==> config.mk <==
export PLATFORM = sky130hd
export DESIGN_NAME = sae_ctrl
export DESIGN_NICKNAME = d
export VERILOG_FILES = /design/src/hdl/static_arithmetic_encoder_macros.svh /design/src/hdl/sae_pkg.sv /design/src/hdl/sae_ctrl.sv
export SDC_FILE = /design/constraint.sdc
export NUM_CORES = 1
export LEC_CHECK = 0
export BUFFER_PORTS_ARGS = -buffer_cell sky130_fd_sc_hd__buf_2
export CORE_AREA = 5 5 62 92
export DETAILED_ROUTE_END_ITERATION = 10
export DIE_AREA = 0 0 67 97
export MAX_ROUTING_LAYER = met4
export PLACE_DENSITY = 0.69
export SLEW_MARGIN = 25
export SYNTH_ARGS = -nofsm -noshare
export SYNTH_HDL_FRONTEND = slang
export SYNTH_SLANG_ARGS = --single-unit
==> constraint.sdc <==
create_clock -name i_clk -period 2.05 [get_ports i_clk]
set_clock_uncertainty 0.05 [all_clocks]
set_input_delay 0.3075 -clock i_clk [delete_from_list [all_inputs] [get_ports i_clk]]
set_output_delay 0.3075 -clock i_clk [all_outputs]
set_load 0.02 [all_outputs]
==> src/hdl/static_arithmetic_encoder_macros.svh <==
// ----------------------------------------------------------------------------
// static arithmetic encoder assertion macros
// concurrent checks clocked on i_clk and held off while i_rst_n is low
// ----------------------------------------------------------------------------
`ifndef STATIC_ARITHMETIC_ENCODER_MACROS_SVH
`define STATIC_ARITHMETIC_ENCODER_MACROS_SVH

// same-cycle implication
`define SAE_ASSERT_IMP(label, ante, cons, msg) \
    label: assert property (@(posedge i_clk) disable iff (!i_rst_n) (ante) |-> (cons)) \
        else $error(msg);

// next-cycle implication
`define SAE_ASSERT_NXT(label, ante, cons, msg) \
    label: assert property (@(posedge i_clk) disable iff (!i_rst_n) (ante) |=> (cons)) \
        else $error(msg);

`endif

==> src/hdl/sae_pkg.sv <==
// ----------------------------------------------------------------------------
// sae_pkg
// shared constants, codes and controller/datapath interface types
// ----------------------------------------------------------------------------
`default_nettype none

package sae_pkg;

    // model sizes
    localparam int SYMBOLS    = 256;
    localparam int PREC       = 32;
    localparam int COUNT_BITS = 24;

    // derived widths
    localparam int SYM_W      = 8;
    localparam int SYM_AW     = $clog2(SYMBOLS);
    localparam int ADDR_W     = $clog2(SYMBOLS + 1);
    localparam int CUM_W      = COUNT_BITS + 1;
    localparam int ACC_W      = COUNT_BITS + SYM_AW;
    localparam int PROD_W     = PREC + CUM_W;
    localparam int REM_W      = CUM_W + 1;
    localparam int QUO_W      = PREC + 1;
    localparam int DIV_CNT_W  = $clog2(PROD_W);
    localparam int ITER_W     = $clog2(PREC + 1);

    // interval constants
    localparam logic [PREC-1:0] HALF    = PREC'(1) << (PREC - 1);
    localparam logic [PREC-1:0] QUARTER = PREC'(1) << (PREC - 2);
    localparam logic [PREC-1:0] THREEQ  = QUARTER + HALF;

    // largest usable model total
    localparam logic [ACC_W-1:0] TOTAL_LIMIT = (COUNT_BITS < PREC - 2) ?
        (ACC_W'(1) << COUNT_BITS) : (ACC_W'(1) << (PREC - 2));

    // input operations
    typedef enum logic [1:0] {
        OP_LOAD = 2'd0,
        OP_PREP = 2'd1,
        OP_ENC  = 2'd2,
        OP_FIN  = 2'd3
    } t_op;

    // result kinds
    typedef enum logic [1:0] {
        K_BIT    = 2'd0,
        K_READY  = 2'd1,
        K_BAD    = 2'd2,
        K_ABSENT = 2'd3
    } t_kind;

    // controller to datapath commands
    typedef struct packed {
        logic              cap;
        logic              load_wr;
        logic              prep_clr;
        logic              prep_rd;
        logic              prep_acc;
        logic [ADDR_W-1:0] idx;
        logic              prep_fin;
        logic              enc_rd0;
        logic              enc_rd1;
        logic              enc_cap1;
        logic              mul;
        logic              mul_c1;
        logic              q1_cap;
        logic              div_load;
        logic              div_step;
        logic              upd;
        logic              rn_step;
        logic              rn_flush;
        logic              fin;
        logic              rej;
    } t_cmd;

    // datapath to controller status
    typedef struct packed {
        logic out_free;
        logic model_ok;
        logic sym_ok;
        logic absent;
        logic rn_emit;
        logic rn_stop;
        logic hold_vld;
    } t_sts;

endpackage

`default_nettype wire

==> src/hdl/sae_ctrl.sv <==
// ----------------------------------------------------------------------------
// sae_ctrl
// encoder sequencer: prepare sweep, slice division, renormalisation loop
// ----------------------------------------------------------------------------
`default_nettype none

module sae_ctrl (
    input  wire logic          i_clk,
    input  wire logic          i_rst_n,
    input  wire logic          i_valid,
    input  wire sae_pkg::t_op  i_op,
    output logic               o_ready,
    input  wire sae_pkg::t_sts i_sts,
    output sae_pkg::t_cmd      o_cmd
);

    typedef enum logic [13:0] {
        S_IDLE  = 14'b00000000000001,
        S_PREP  = 14'b00000000000010,
        S_PFIN  = 14'b00000000000100,
        S_RD0   = 14'b00000000001000,
        S_RD1   = 14'b00000000010000,
        S_CHK   = 14'b00000000100000,
        S_MUL   = 14'b00000001000000,
        S_DLD   = 14'b00000010000000,
        S_DIV   = 14'b00000100000000,
        S_UPD   = 14'b00001000000000,
        S_RN    = 14'b00010000000000,
        S_RNEND = 14'b00100000000000,
        S_FIN   = 14'b01000000000000,
        S_REJ   = 14'b10000000000000
    } t_state;

    t_state                          r_state;
    t_state                          n_state;
    logic [sae_pkg::ADDR_W-1:0]      r_idx;
    logic [sae_pkg::ADDR_W-1:0]      n_idx;
    logic [sae_pkg::DIV_CNT_W-1:0]   r_div;
    logic [sae_pkg::DIV_CNT_W-1:0]   n_div;
    logic [sae_pkg::ITER_W-1:0]      r_iter;
    logic [sae_pkg::ITER_W-1:0]      n_iter;
    logic                            r_pass;
    logic                            n_pass;

    // next state and commands
    always_comb begin
        n_state = r_state;
        n_idx   = r_idx;
        n_div   = r_div;
        n_iter  = r_iter;
        n_pass  = r_pass;
        o_cmd   = '0;
        o_ready = 1'b0;
        unique case (r_state)
            S_IDLE: begin
                o_ready = 1'b1;
                if (i_valid) begin
                    o_cmd.cap = 1'b1;
                    unique case (i_op)
                        sae_pkg::OP_LOAD: o_cmd.load_wr = 1'b1;
                        sae_pkg::OP_PREP: begin
                            o_cmd.prep_clr = 1'b1;
                            n_idx          = '0;
                            n_state        = S_PREP;
                        end
                        sae_pkg::OP_ENC: begin
                            n_state = (i_sts.model_ok && i_sts.sym_ok) ? S_RD0 : S_REJ;
                        end
                        sae_pkg::OP_FIN: n_state = S_FIN;
                        default: n_state = S_IDLE;
                    endcase
                end
            end
            S_PREP: begin
                o_cmd.idx      = r_idx;
                o_cmd.prep_rd  = r_idx < sae_pkg::ADDR_W'(sae_pkg::SYMBOLS);
                o_cmd.prep_acc = r_idx != '0;
                if (r_idx == sae_pkg::ADDR_W'(sae_pkg::SYMBOLS)) begin
                    n_state = S_PFIN;
                end else begin
                    n_idx = r_idx + sae_pkg::ADDR_W'(1);
                end
            end
            S_PFIN: begin
                if (i_sts.out_free) begin
                    o_cmd.prep_fin = 1'b1;
                    n_state        = S_IDLE;
                end
            end
            S_RD0: begin
                o_cmd.enc_rd0 = 1'b1;
                n_state       = S_RD1;
            end
            S_RD1: begin
                o_cmd.enc_rd1 = 1'b1;
                n_state       = S_CHK;
            end
            S_CHK: begin
                o_cmd.enc_cap1 = 1'b1;
                n_pass         = 1'b1;
                n_state        = i_sts.absent ? S_REJ : S_MUL;
            end
            S_MUL: begin
                o_cmd.mul    = 1'b1;
                o_cmd.mul_c1 = r_pass;
                o_cmd.q1_cap = !r_pass;
                n_state      = S_DLD;
            end
            S_DLD: begin
                o_cmd.div_load = 1'b1;
                n_div          = '0;
                n_state        = S_DIV;
            end
            S_DIV: begin
                o_cmd.div_step = 1'b1;
                if (r_div == sae_pkg::DIV_CNT_W'(sae_pkg::PROD_W - 1)) begin
                    n_pass  = 1'b0;
                    n_state = r_pass ? S_MUL : S_UPD;
                end else begin
                    n_div = r_div + sae_pkg::DIV_CNT_W'(1);
                end
            end
            S_UPD: begin
                o_cmd.upd = 1'b1;
                n_iter    = '0;
                n_state   = S_RN;
            end
            S_RN: begin
                if ((r_iter == sae_pkg::ITER_W'(sae_pkg::PREC)) || i_sts.rn_stop) begin
                    n_state = S_RNEND;
                end else if (!(i_sts.rn_emit && i_sts.hold_vld && !i_sts.out_free)) begin
                    o_cmd.rn_step = 1'b1;
                    n_iter        = r_iter + sae_pkg::ITER_W'(1);
                end
            end
            S_RNEND: begin
                if (!i_sts.hold_vld) begin
                    n_state = S_IDLE;
                end else if (i_sts.out_free) begin
                    o_cmd.rn_flush = 1'b1;
                    n_state        = S_IDLE;
                end
            end
            S_FIN: begin
                if (i_sts.out_free) begin
                    o_cmd.fin = 1'b1;
                    n_state   = S_IDLE;
                end
            end
            S_REJ: begin
                if (i_sts.out_free) begin
                    o_cmd.rej = 1'b1;
                    n_state   = S_IDLE;
                end
            end
            default: n_state = S_IDLE;
        endcase
    end

    // state registers
    always_ff @(posedge i_clk) begin
        if (!i_rst_n) begin
            r_state <= S_IDLE;
            r_idx   <= '0;
            r_div   <= '0;
            r_iter  <= '0;
            r_pass  <= 1'b0;
        end else begin
            r_state <= n_state;
            r_idx   <= n_idx;
            r_div   <= n_div;
            r_iter  <= n_iter;
            r_pass  <= n_pass;
        end
    end

endmodule

`default_nettype wire

==> results.txt, run 1 <==
----------------------------------------------------
[Placement]
  Post-Place Setup Slack ... -0.181 ns
  Final estimated routing congestion in global placement ... roughly 0.93
  Detailed placement HPWL ... around 5600 um
  Port Buffers ... 40
  Instance count after placement with tap cells included ... 446

[Yosys]
  Net count of the mapped netlist ... 307
  Most frequently used flop master after synthesis ... sky130_fd_sc_hd__dfxtp_1
  Yosys synthesis warning count ... 0
  Top area cells in the synthesized netlist ... sky130_fd_sc_hd__dfxtp_1 (31%), sky130_fd_sc_hd__a21oi_1 (4.1%), sky130_fd_sc_hd__nand3_1 (4.1%)
  Count of cell types in the netlist ... 56
  Post-synthesis register bit count ... 36
  Cell type with the highest aggregate area in the netlist ... sky130_fd_sc_hd__dfxtp_1
  Cell Area, Synth ... 0.00231 mm2
  Post-synth EDFFs ... 0
  Average footprint of a synthesized cell ... 8.01 um2
  Asr flop ratio synth ... 0
  Post-Synthesis Cells ... about 290
  Share of the yosys chip area belonging to registers ... 0.311
  Area share of the largest cell type after synthesis ... 0.311

[Worst setup path]
  Data arrival time at the worst-slack endpoint ... between 3 and 4 ns
  Nature of the critical path startpoint ... flip-flop
  Critical path endpoint category ... flip-flop
  Slowest cell on crit path ... sky130_fd_sc_hd__o311ai_0
  Most used cell along the critical path ... sky130_fd_sc_hd__buf_4
  Number of buffer and inverter stages on the critical path ... 2
  Maximum net fanout on the critical path ... 7
  Number of cells traversed by the worst register-to-register path ... 7
  Launch instance of the worst register-to-register path ... r_state[10]
  Crit. path cell count ... 7
  CP Data Required Time ... 2.19 ns
  End of the worst register-to-register path ... r_state[11]
  Crit path max-delay family ... compound AO/OA/AOI/OAI gates
  Biggest cell delay along the critical path ... around 0.95 ns
  Worst setup slack for register-to-register paths ... -0.90 ns
  Sequence of cells on the critical path ... buf_4 -> nor2b_1 -> o311ai_0 -> a21oi_1 -> nor4_4 -> buf_4 -> nor3_4
  Path type of the worst setup path ... flip-flop to flip-flop
  Critical Path Start ... r_state[10]
  Critical path endpoint ... r_state[11]

[Floorplanning]
  Die span in x ... roughly 67 um
  Die Y ... between 90 and 100 um
  Die Footprint ... approximately 0.0065 mm2
  Count of boundary I/O pins ... a little over 40
  Number of core rows ... 31
  Effective utilization at floorplan ... 0.485
  Total core area ... about 0.0048 mm2

[Drt]
  Number of nets still failing antenna checks after routing ... 0
  Overall routed net length ... roughly 11000 um
  Final routed DRC violation total ... 0
  DR iter-0 viols ... 361
  Number of vias per cell after detailed routing ... around 6.4
  Total via count in the routed design ... ~3.1k
  First-pass iteration count of the detailed router ... 5
  Routed wire length per instance ... roughly 22 um

[GRT]
  Wire length of the first global-routing pass ... between 10000 and 15000 um
  Vias in the first global route ... ~3.0k
  Maximum number of pins on one net before global-route repair ... 14
  GRT Overall Usage ... 0.281
  Antenna violations before repair ... 0
  Sum of overflow across all layers after global routing ... 0

[STA]
  Final hold violation count ... 0
  Final setup fails ... 47
  Worst-case setup margin in the final layout ... -0.896 ns
  Worst Max-Slew Pin Slew ... about 1.1 ns
  Headroom to the max-slew limit ... 0.242
  Final critical-path required period ... slightly below 3 ns
  Setup repair after global routing missed its margin ... yes
  Post-Route Hold Slack ... between 0.2 and 0.3 ns
  Final period util ... 1.44
  Pins over their slew limit ... 0
  Highest clock frequency the design can meet ... roughly 340 MHz

[Power and ir drop]
  PwrDens ... ~430 mW/mm2
  Static Leakage ... roughly 1.7 nW
  Sw frac ... 0.329
  Design internal power ... between 1 and 1.5 mW
  Combinational cell fraction of total power ... 0.298
  Clock network power share ... 0.306
  Seq pwr share ... 0.397
  Peak ir drop on the vdd network ... between 0.4 and 0.5 mV
  Power dissipated by switching net loads ... between 0.5 and 0.6 mW

[Finish]
  Final Non-Filler Cells ... around 500
  Relative area change from synthesis to final layout ... 78.8%
  Diodes inserted ... 0
  Total Nets Final ... 443
  Core occupancy in the finished layout ... 0.868
  Layout cell share with drive strength beyond 1 ... 0.559

[Clocking]
  Clock tree from TritonCTS ... built
  Root Buffer ... sky130_fd_sc_hd__clkbuf_8
  Count of hold-fix buffers inserted at cts ... 0
  Clock sink total ... 36
  Source-to-sink clock delay at the later pin of the worst-skew pair ... between 0.3 and 0.4 ns
  Number of buffers inserted during clock tree synthesis ... 5
  CTS H-Tree Depth ... 2
  CTS Buffer Depth ... 2
  Clock-pin transition on the worst setup and hold timing paths ... ~0.080 ns

[Outcome]
  Run status ... finished with violations
  Failing checks ... negative setup slack

[Worst hold path]
  Path category of the worst min-delay check ... input pin to flip-flop
  Start point of the worst hold path ... i_sts[4]

[Flow run]
  Max-cap check violation count ... 0

----------------------------------------------------
## cells in the final DEF (no fill, tap or decap), types with 3 or more instances in the layout
cell	count
sky130_fd_sc_hd__nand2_1	10
sky130_fd_sc_hd__clkbuf_8	5
sky130_fd_sc_hd__nor4_4	10
sky130_fd_sc_hd__buf_2	11
sky130_fd_sc_hd__inv_1	14
sky130_fd_sc_hd__nand4_1	7
sky130_fd_sc_hd__xor2_1	9
sky130_fd_sc_hd__buf_4	83
sky130_fd_sc_hd__nor2_1	18
sky130_fd_sc_hd__nand3_1	15
sky130_fd_sc_hd__or3_4	4
sky130_fd_sc_hd__nor4_1	3
sky130_fd_sc_hd__dfxtp_1	29
sky130_fd_sc_hd__o21ai_0	7
sky130_fd_sc_hd__and3_1	3
sky130_fd_sc_hd__buf_6	45
sky130_fd_sc_hd__nand3_2	3
sky130_fd_sc_hd__a31oi_1	5
sky130_fd_sc_hd__dfxtp_2	7
sky130_fd_sc_hd__or3_1	3
sky130_fd_sc_hd__nand4b_1	5
sky130_fd_sc_hd__a211oi_1	3
sky130_fd_sc_hd__or4_4	4
sky130_fd_sc_hd__a21oi_2	5
sky130_fd_sc_hd__nor2b_1	5
sky130_fd_sc_hd__and2_1	4
sky130_fd_sc_hd__and2_4	11
sky130_fd_sc_hd__nor3_4	6
sky130_fd_sc_hd__nand2_2	4
sky130_fd_sc_hd__ha_1	6
sky130_fd_sc_hd__nand2_4	4
sky130_fd_sc_hd__a21oi_1	13
sky130_fd_sc_hd__xnor2_1	3
## kinds of logic after synthesis
kind of cell,synth area share
AOI/OAI and AO/OA,0.145
buffers and inverters,0.0557
muxes,0.00432
DFF,0.311
xor gates and xnor gates,0.0454
and+or+nand+nor,0.406
adders and majority gates,0.0324
## tightest hold or removal path, stage by stage
cell                      delay [ns]
sky130_fd_sc_hd__buf_2          0.10
sky130_fd_sc_hd__nand2_1        0.12
sky130_fd_sc_hd__nor4_4         0.06
## state kept, by name (all words and copies together) (netlist names)
| signal | cells |
|---|---|
| r_idx | 9 |
| r_state | 14 |
| r_div | 6 |
| r_iter | 6 |
| r_pass | 1 |
## Yosys cell counts (3+ instances only)
cell type	n
sky130_fd_sc_hd__or3_1	7
sky130_fd_sc_hd__nor3_1	9
sky130_fd_sc_hd__or4_1	5
sky130_fd_sc_hd__nand4b_1	5
sky130_fd_sc_hd__a21oi_1	19
sky130_fd_sc_hd__nor4_2	4
sky130_fd_sc_hd__nand3_1	19
sky130_fd_sc_hd__a31oi_1	5
sky130_fd_sc_hd__clkbuf_1	8
sky130_fd_sc_hd__and3b_1	3
sky130_fd_sc_hd__o21ai_0	8
sky130_fd_sc_hd__and2_1	14
sky130_fd_sc_hd__ha_1	6
sky130_fd_sc_hd__nand4_1	7
sky130_fd_sc_hd__nor2_1	19
sky130_fd_sc_hd__xnor2_1	3
sky130_fd_sc_hd__a211oi_1	5
sky130_fd_sc_hd__xor2_1	9
sky130_fd_sc_hd__dfxtp_1	36
sky130_fd_sc_hd__and3_1	5
sky130_fd_sc_hd__inv_1	16
sky130_fd_sc_hd__nand2_1	18
sky130_fd_sc_hd__buf_2	4
sky130_fd_sc_hd__nor2b_1	8
sky130_fd_sc_hd__nor4_1	9
## final cells by class
type / instances / area, um2
clock inverter: 3 / 23.8
fill: 229 / 632
inverter: 18 / 70.1
sequential: 36 / 729
tap: 66 / 82.6
clock buffer: 5 / 68.8
timing repair buffer: 142 / 1240
multi-input combinational: 222 / 1920
## layer usage
layer	up-vias	GRT usage	part of all wire
met3	99	0.0591	0.076
li1	1334	-	-
met2	218	0.506	0.51
met5	-	-	0
met4	0	0.152	0.089
met1	1491	0.266	0.32
## how the worst min path moves through the flow
stage	end	cells past startpoint
after global placement	r_div[5]	2
after CTS	r_state[3]	3
after global routing	r_state[3]	3
final	r_state[3]	3
after detailed placement	r_div[5]	2
after floorplan	r_state[5]	1
## per-stage QoR
stage          power (mW)  TNS (ns)  instance area [um2]
2_1_floorplan       0.917     -3.09                 2440
3_3_place_gp         1.05     -1.59                 3120
3_5_place_dp         1.05     -2.88                 3120
4_1_cts              1.69     -8.03                 3790
5_1_grt              1.85    -19.07                 4140
6_report             1.80    -15.94                 4140
## power by group through the flow
stage / sequential, mW / combinational (mW) / clock [mW]
after detailed placement: 0.727 / 0.323 / 0
final: 0.714 / 0.536 / 0.550
after CTS: 0.711 / 0.443 / 0.534
after global routing: 0.716 / 0.554 / 0.583
after floorplan: 0.725 / 0.191 / 0
after global placement: 0.726 / 0.320 / 0
## repair_timing
action                                  4_1_cts  5_1_grt
resized for setup                           114       54
gates cloned                                  1        0
endpoints found under the setup margin       53       58
pin swaps                                    42       25
buffers inserted                             21       23
(Power assumes the default switching activity.)
==> run 2: changes to the inputs <==
CORE_AREA = 5 5 61 90   (was 5 5 62 92)
CTS_BUF_LIST = sky130_fd_sc_hd__clkbuf_4 sky130_fd_sc_hd__clkbuf_8   (was not set)
DIE_AREA = 0 0 66 95   (was 0 0 67 97)
PLACE_DENSITY = 0.72   (was 0.69)
==> results.txt, run 2 (synthesis results as in run 1) <==
----------------------------------------------------
[Finish]
  Fill count ... 240 (was 229)
  Highest-count cells in the layout ignoring fill and taps ... sky130_fd_sc_hd__buf_4 (88), sky130_fd_sc_hd__buf_6 (37), sky130_fd_sc_hd__dfxtp_1 (26), sky130_fd_sc_hd__nor2_1 (19), sky130_fd_sc_hd__nand3_1 (15) (was sky130_fd_sc_hd__buf_4 (83), sky130_fd_sc_hd__buf_6 (45), sky130_fd_sc_hd__dfxtp_1 (29), sky130_fd_sc_hd__nor2_1 (18), sky130_fd_sc_hd__nand3_1 (15))
  Register name with the most flops ... r_state (unchanged)
  Final Non-Filler Cells ... 486 (was 492)
  Largest registers ... r_state x14, r_idx x9 (unchanged)
  Core occupancy in the finished layout ... 0.853 (was 0.868)
  Cell area after layout ... 0.00400 mm2 (was 0.00414 mm2)
  Diodes inserted ... 0 (unchanged)
  Relative area change from synthesis to final layout ... 73.0% (was 78.8%)
  Layout cell share with drive strength beyond 1 ... 0.538 (was 0.559)
  Number of flip-flops in the largest register ... 14 (unchanged)
  Total Nets Final ... 437 (was 443)
  Most common cell after layout, fill and taps aside ... sky130_fd_sc_hd__buf_4 (unchanged)

[Drt]
  Total via count in the routed design ... 3087 (was 3142)
  Overall routed net length ... 10300 um (was 10700 um)
  Routed wire length per instance ... 21.2 um (was 21.7 um)
  DR iter-0 viols ... 335 (was 361)
  Number of vias per cell after detailed routing ... 6.35 (was 6.39)
  Number of nets still failing antenna checks after routing ... 0 (unchanged)
  First-pass iteration count of the detailed router ... 5 (unchanged)
  Final routed DRC violation total ... 0 (unchanged)

[Clocking]
  CTS Buffer Depth ... 2 (unchanged)
  Clock tree from TritonCTS ... built (unchanged)
  Clock sink total ... 36 (unchanged)
  CTS H-Tree Depth ... 2 (unchanged)
  Source-to-sink clock delay at the later pin of the worst-skew pair ... 0.30 ns (was 0.31 ns)
  Count of hold-fix buffers inserted at cts ... 0 (unchanged)
  Clock-pin transition on the worst setup and hold timing paths ... 0.08 ns (about the same)
  Number of buffers inserted during clock tree synthesis ... 5 (unchanged)
  Root Buffer ... sky130_fd_sc_hd__clkbuf_8 (unchanged)

[Worst setup path]
  Critical path endpoint category ... output pin (was flip-flop)
  Worst setup slack for register-to-register paths ... -0.30 ns (was -0.90 ns)
  Number of buffer and inverter stages on the critical path ... 2 (unchanged)
  End of the worst register-to-register path ... r_state[0] (was r_state[11])
  Number of cells traversed by the worst register-to-register path ... 7 (unchanged)
  Biggest cell delay along the critical path ... 0.55 ns (was 0.95 ns)
  Nature of the critical path startpoint ... flip-flop (unchanged)
  Crit. path cell count ... 6 (was 7)
  Crit path max-delay family ... simple AND/OR/NAND/NOR gates (was compound AO/OA/AOI/OAI gates)
  Path type of the worst setup path ... flip-flop to output pin (was flip-flop to flip-flop)
  CP Data Required Time ... 1.69 ns (was 2.19 ns)
  Maximum net fanout on the critical path ... 4 (was 7)
  Slowest cell on crit path ... sky130_fd_sc_hd__or4_4 (was sky130_fd_sc_hd__o311ai_0)
  Data arrival time at the worst-slack endpoint ... 2.09 ns (was 3.09 ns)
  Critical Path Start ... r_state[3] (was r_state[10])
  Launch instance of the worst register-to-register path ... r_state[5] (was r_state[10])
  Critical path endpoint ... o_cmd[7] (was r_state[11])
  Sequence of cells on the critical path ... or4_4 -> buf_6 -> nor3_4 -> and3_4 -> nor2b_4 -> buf_6 (was buf_4 -> nor2b_1 -> o311ai_0 -> a21oi_1 -> nor4_4 -> buf_4 -> nor3_4)
  Most used cell along the critical path ... sky130_fd_sc_hd__buf_6 (was sky130_fd_sc_hd__buf_4)

[GRT]
  Wire length of the first global-routing pass ... 14400 um (was 13900 um)
  GRT Overall Usage ... 0.315 (was 0.281)
  Vias in the first global route ... 3037 (was 2959)
  Sum of overflow across all layers after global routing ... 0 (unchanged)
  Antenna violations before repair ... 0 (unchanged)
  Maximum number of pins on one net before global-route repair ... 12 (was 14)

[Power and ir drop]
  Seq pwr share ... 0.371 (was 0.397)
  PwrDens ... 480 mW/mm2 (was 435 mW/mm2)
  Static Leakage ... 1.68 nW (was 1.72 nW)
  Combinational cell fraction of total power ... 0.258 (was 0.298)
  Final Power ... 1.92 mW (was 1.80 mW)
  Power dissipated by switching net loads ... 0.553 mW (was 0.592 mW)
  Design internal power ... 1.37 mW (was 1.21 mW)
  Peak ir drop on the vdd network ... 0.394 mV (was 0.478 mV)
  Clock network power share ... 0.371 (was 0.306)
  Sw frac ... 0.288 (was 0.329)

[STA]
  Sum of negative setup slack ... -11.02 ns (was -15.94 ns)
  Pins over their slew limit ... 0 (unchanged)
  Worst Max-Slew Pin Slew ... 0.617 ns (was 1.12 ns)
  Final critical-path required period ... 2.45 ns (was 2.95 ns)
  Final setup fails ... 55 (was 47)
  Worst-case setup margin in the final layout ... -0.400 ns (was -0.896 ns)
  Final period util ... 1.20 (was 1.44)
  Post-Route Hold Slack ... 0.244 ns (was 0.257 ns)
  Final hold violation count ... 0 (unchanged)
  Setup repair after global routing missed its margin ... yes (unchanged)
  Highest clock frequency the design can meet ... 408 MHz (was 339 MHz)
  Headroom to the max-slew limit ... 0.585 (was 0.242)

[Placement]
  Port Buffers ... 40 (unchanged)
  Final estimated routing congestion in global placement ... 0.910 (was 0.934)
  Post-detailed-placement cell area ... 0.00312 mm2 (unchanged)
  Instance count after placement with tap cells included ... 446 (unchanged)
  Post-Place Setup Slack ... -0.151 ns (was -0.181 ns)
  Detailed placement HPWL ... 5850 um (was 5580 um)

[Floorplanning]
  Die Y ... 95 um (was 97 um)
  Number of core rows ... 31 (unchanged)
  Total core area ... 0.00469 mm2 (was 0.00477 mm2)
  Die span in x ... 66 um (was 67 um)
  Die Footprint ... 0.00627 mm2 (was 0.00650 mm2)
  Effective utilization at floorplan ... 0.493 (was 0.485)
  Count of boundary I/O pins ... 41 (unchanged)

[Outcome]
  Failing checks ... negative setup slack (unchanged)
  Run status ... finished with violations (unchanged)

[Worst hold path]
  Path category of the worst min-delay check ... input pin to flip-flop (unchanged)

[Flow run]
  Max-cap check violation count ... 0 (unchanged)

----------------------------------------------------
==> run 2: cell type report <==
cell class,count,area (um2),share of cell area
multi-input cells,222,1860,0.464
repair buffers,136,1130,0.283
flip-flops and latches,36,736,0.184
clock buffers,7,96.3,0.0241
well taps,66,82.6,0.0206
inverters,18,70.1,0.0175
clock inverters,1,30.0,0.00750
==> run 2: what timing repair did <==
item                                    4_1_cts  5_1_grt
pin swaps                                    29       19
gates resized for setup                     110       32
buffers inserted                             23       11
endpoints found under the setup margin       54       54
hold endpoints to repair                      0        0
gates cloned                                  1        0
==> run 2: power by group through the flow <==
stage	Sequential [mW]	Combinational, mW	Clock (mW)
after floorplan	0.725	0.191	0
after global placement	0.727	0.317	0
after detailed placement	0.728	0.324	0
after CTS	0.711	0.439	0.707
after global routing	0.714	0.517	0.742
final	0.713	0.495	0.714
==> run 2: worst min path at each step <==
stage	start	slack, ns	cells past startpoint	to
floorplan	i_rst_n	0.38	1	r_state[5]
global placement	r_div[5]	0.42	2	r_div[5]
detailed placement	r_div[5]	0.43	2	r_div[5]
CTS	i_sts[4]	0.24	3	r_state[3]
global route	i_sts[4]	0.26	3	r_state[3]
finish	i_sts[4]	0.24	3	r_state[3]
==> run 2: tightest hold or removal path, cell delays in order <==
cell and delay, ns:
sky130_fd_sc_hd__buf_2 0.10, sky130_fd_sc_hd__nand2_1 0.10, sky130_fd_sc_hd__nor4_2 0.06
==> run 2: layer usage <==
metal,up-vias,track usage,part of all wire
li1,1322,-,-
met1,1497,0.276,0.33
met2,184,0.592,0.52
met3,84,0.0607,0.055
met4,0,0.207,0.091
met5,-,-,0
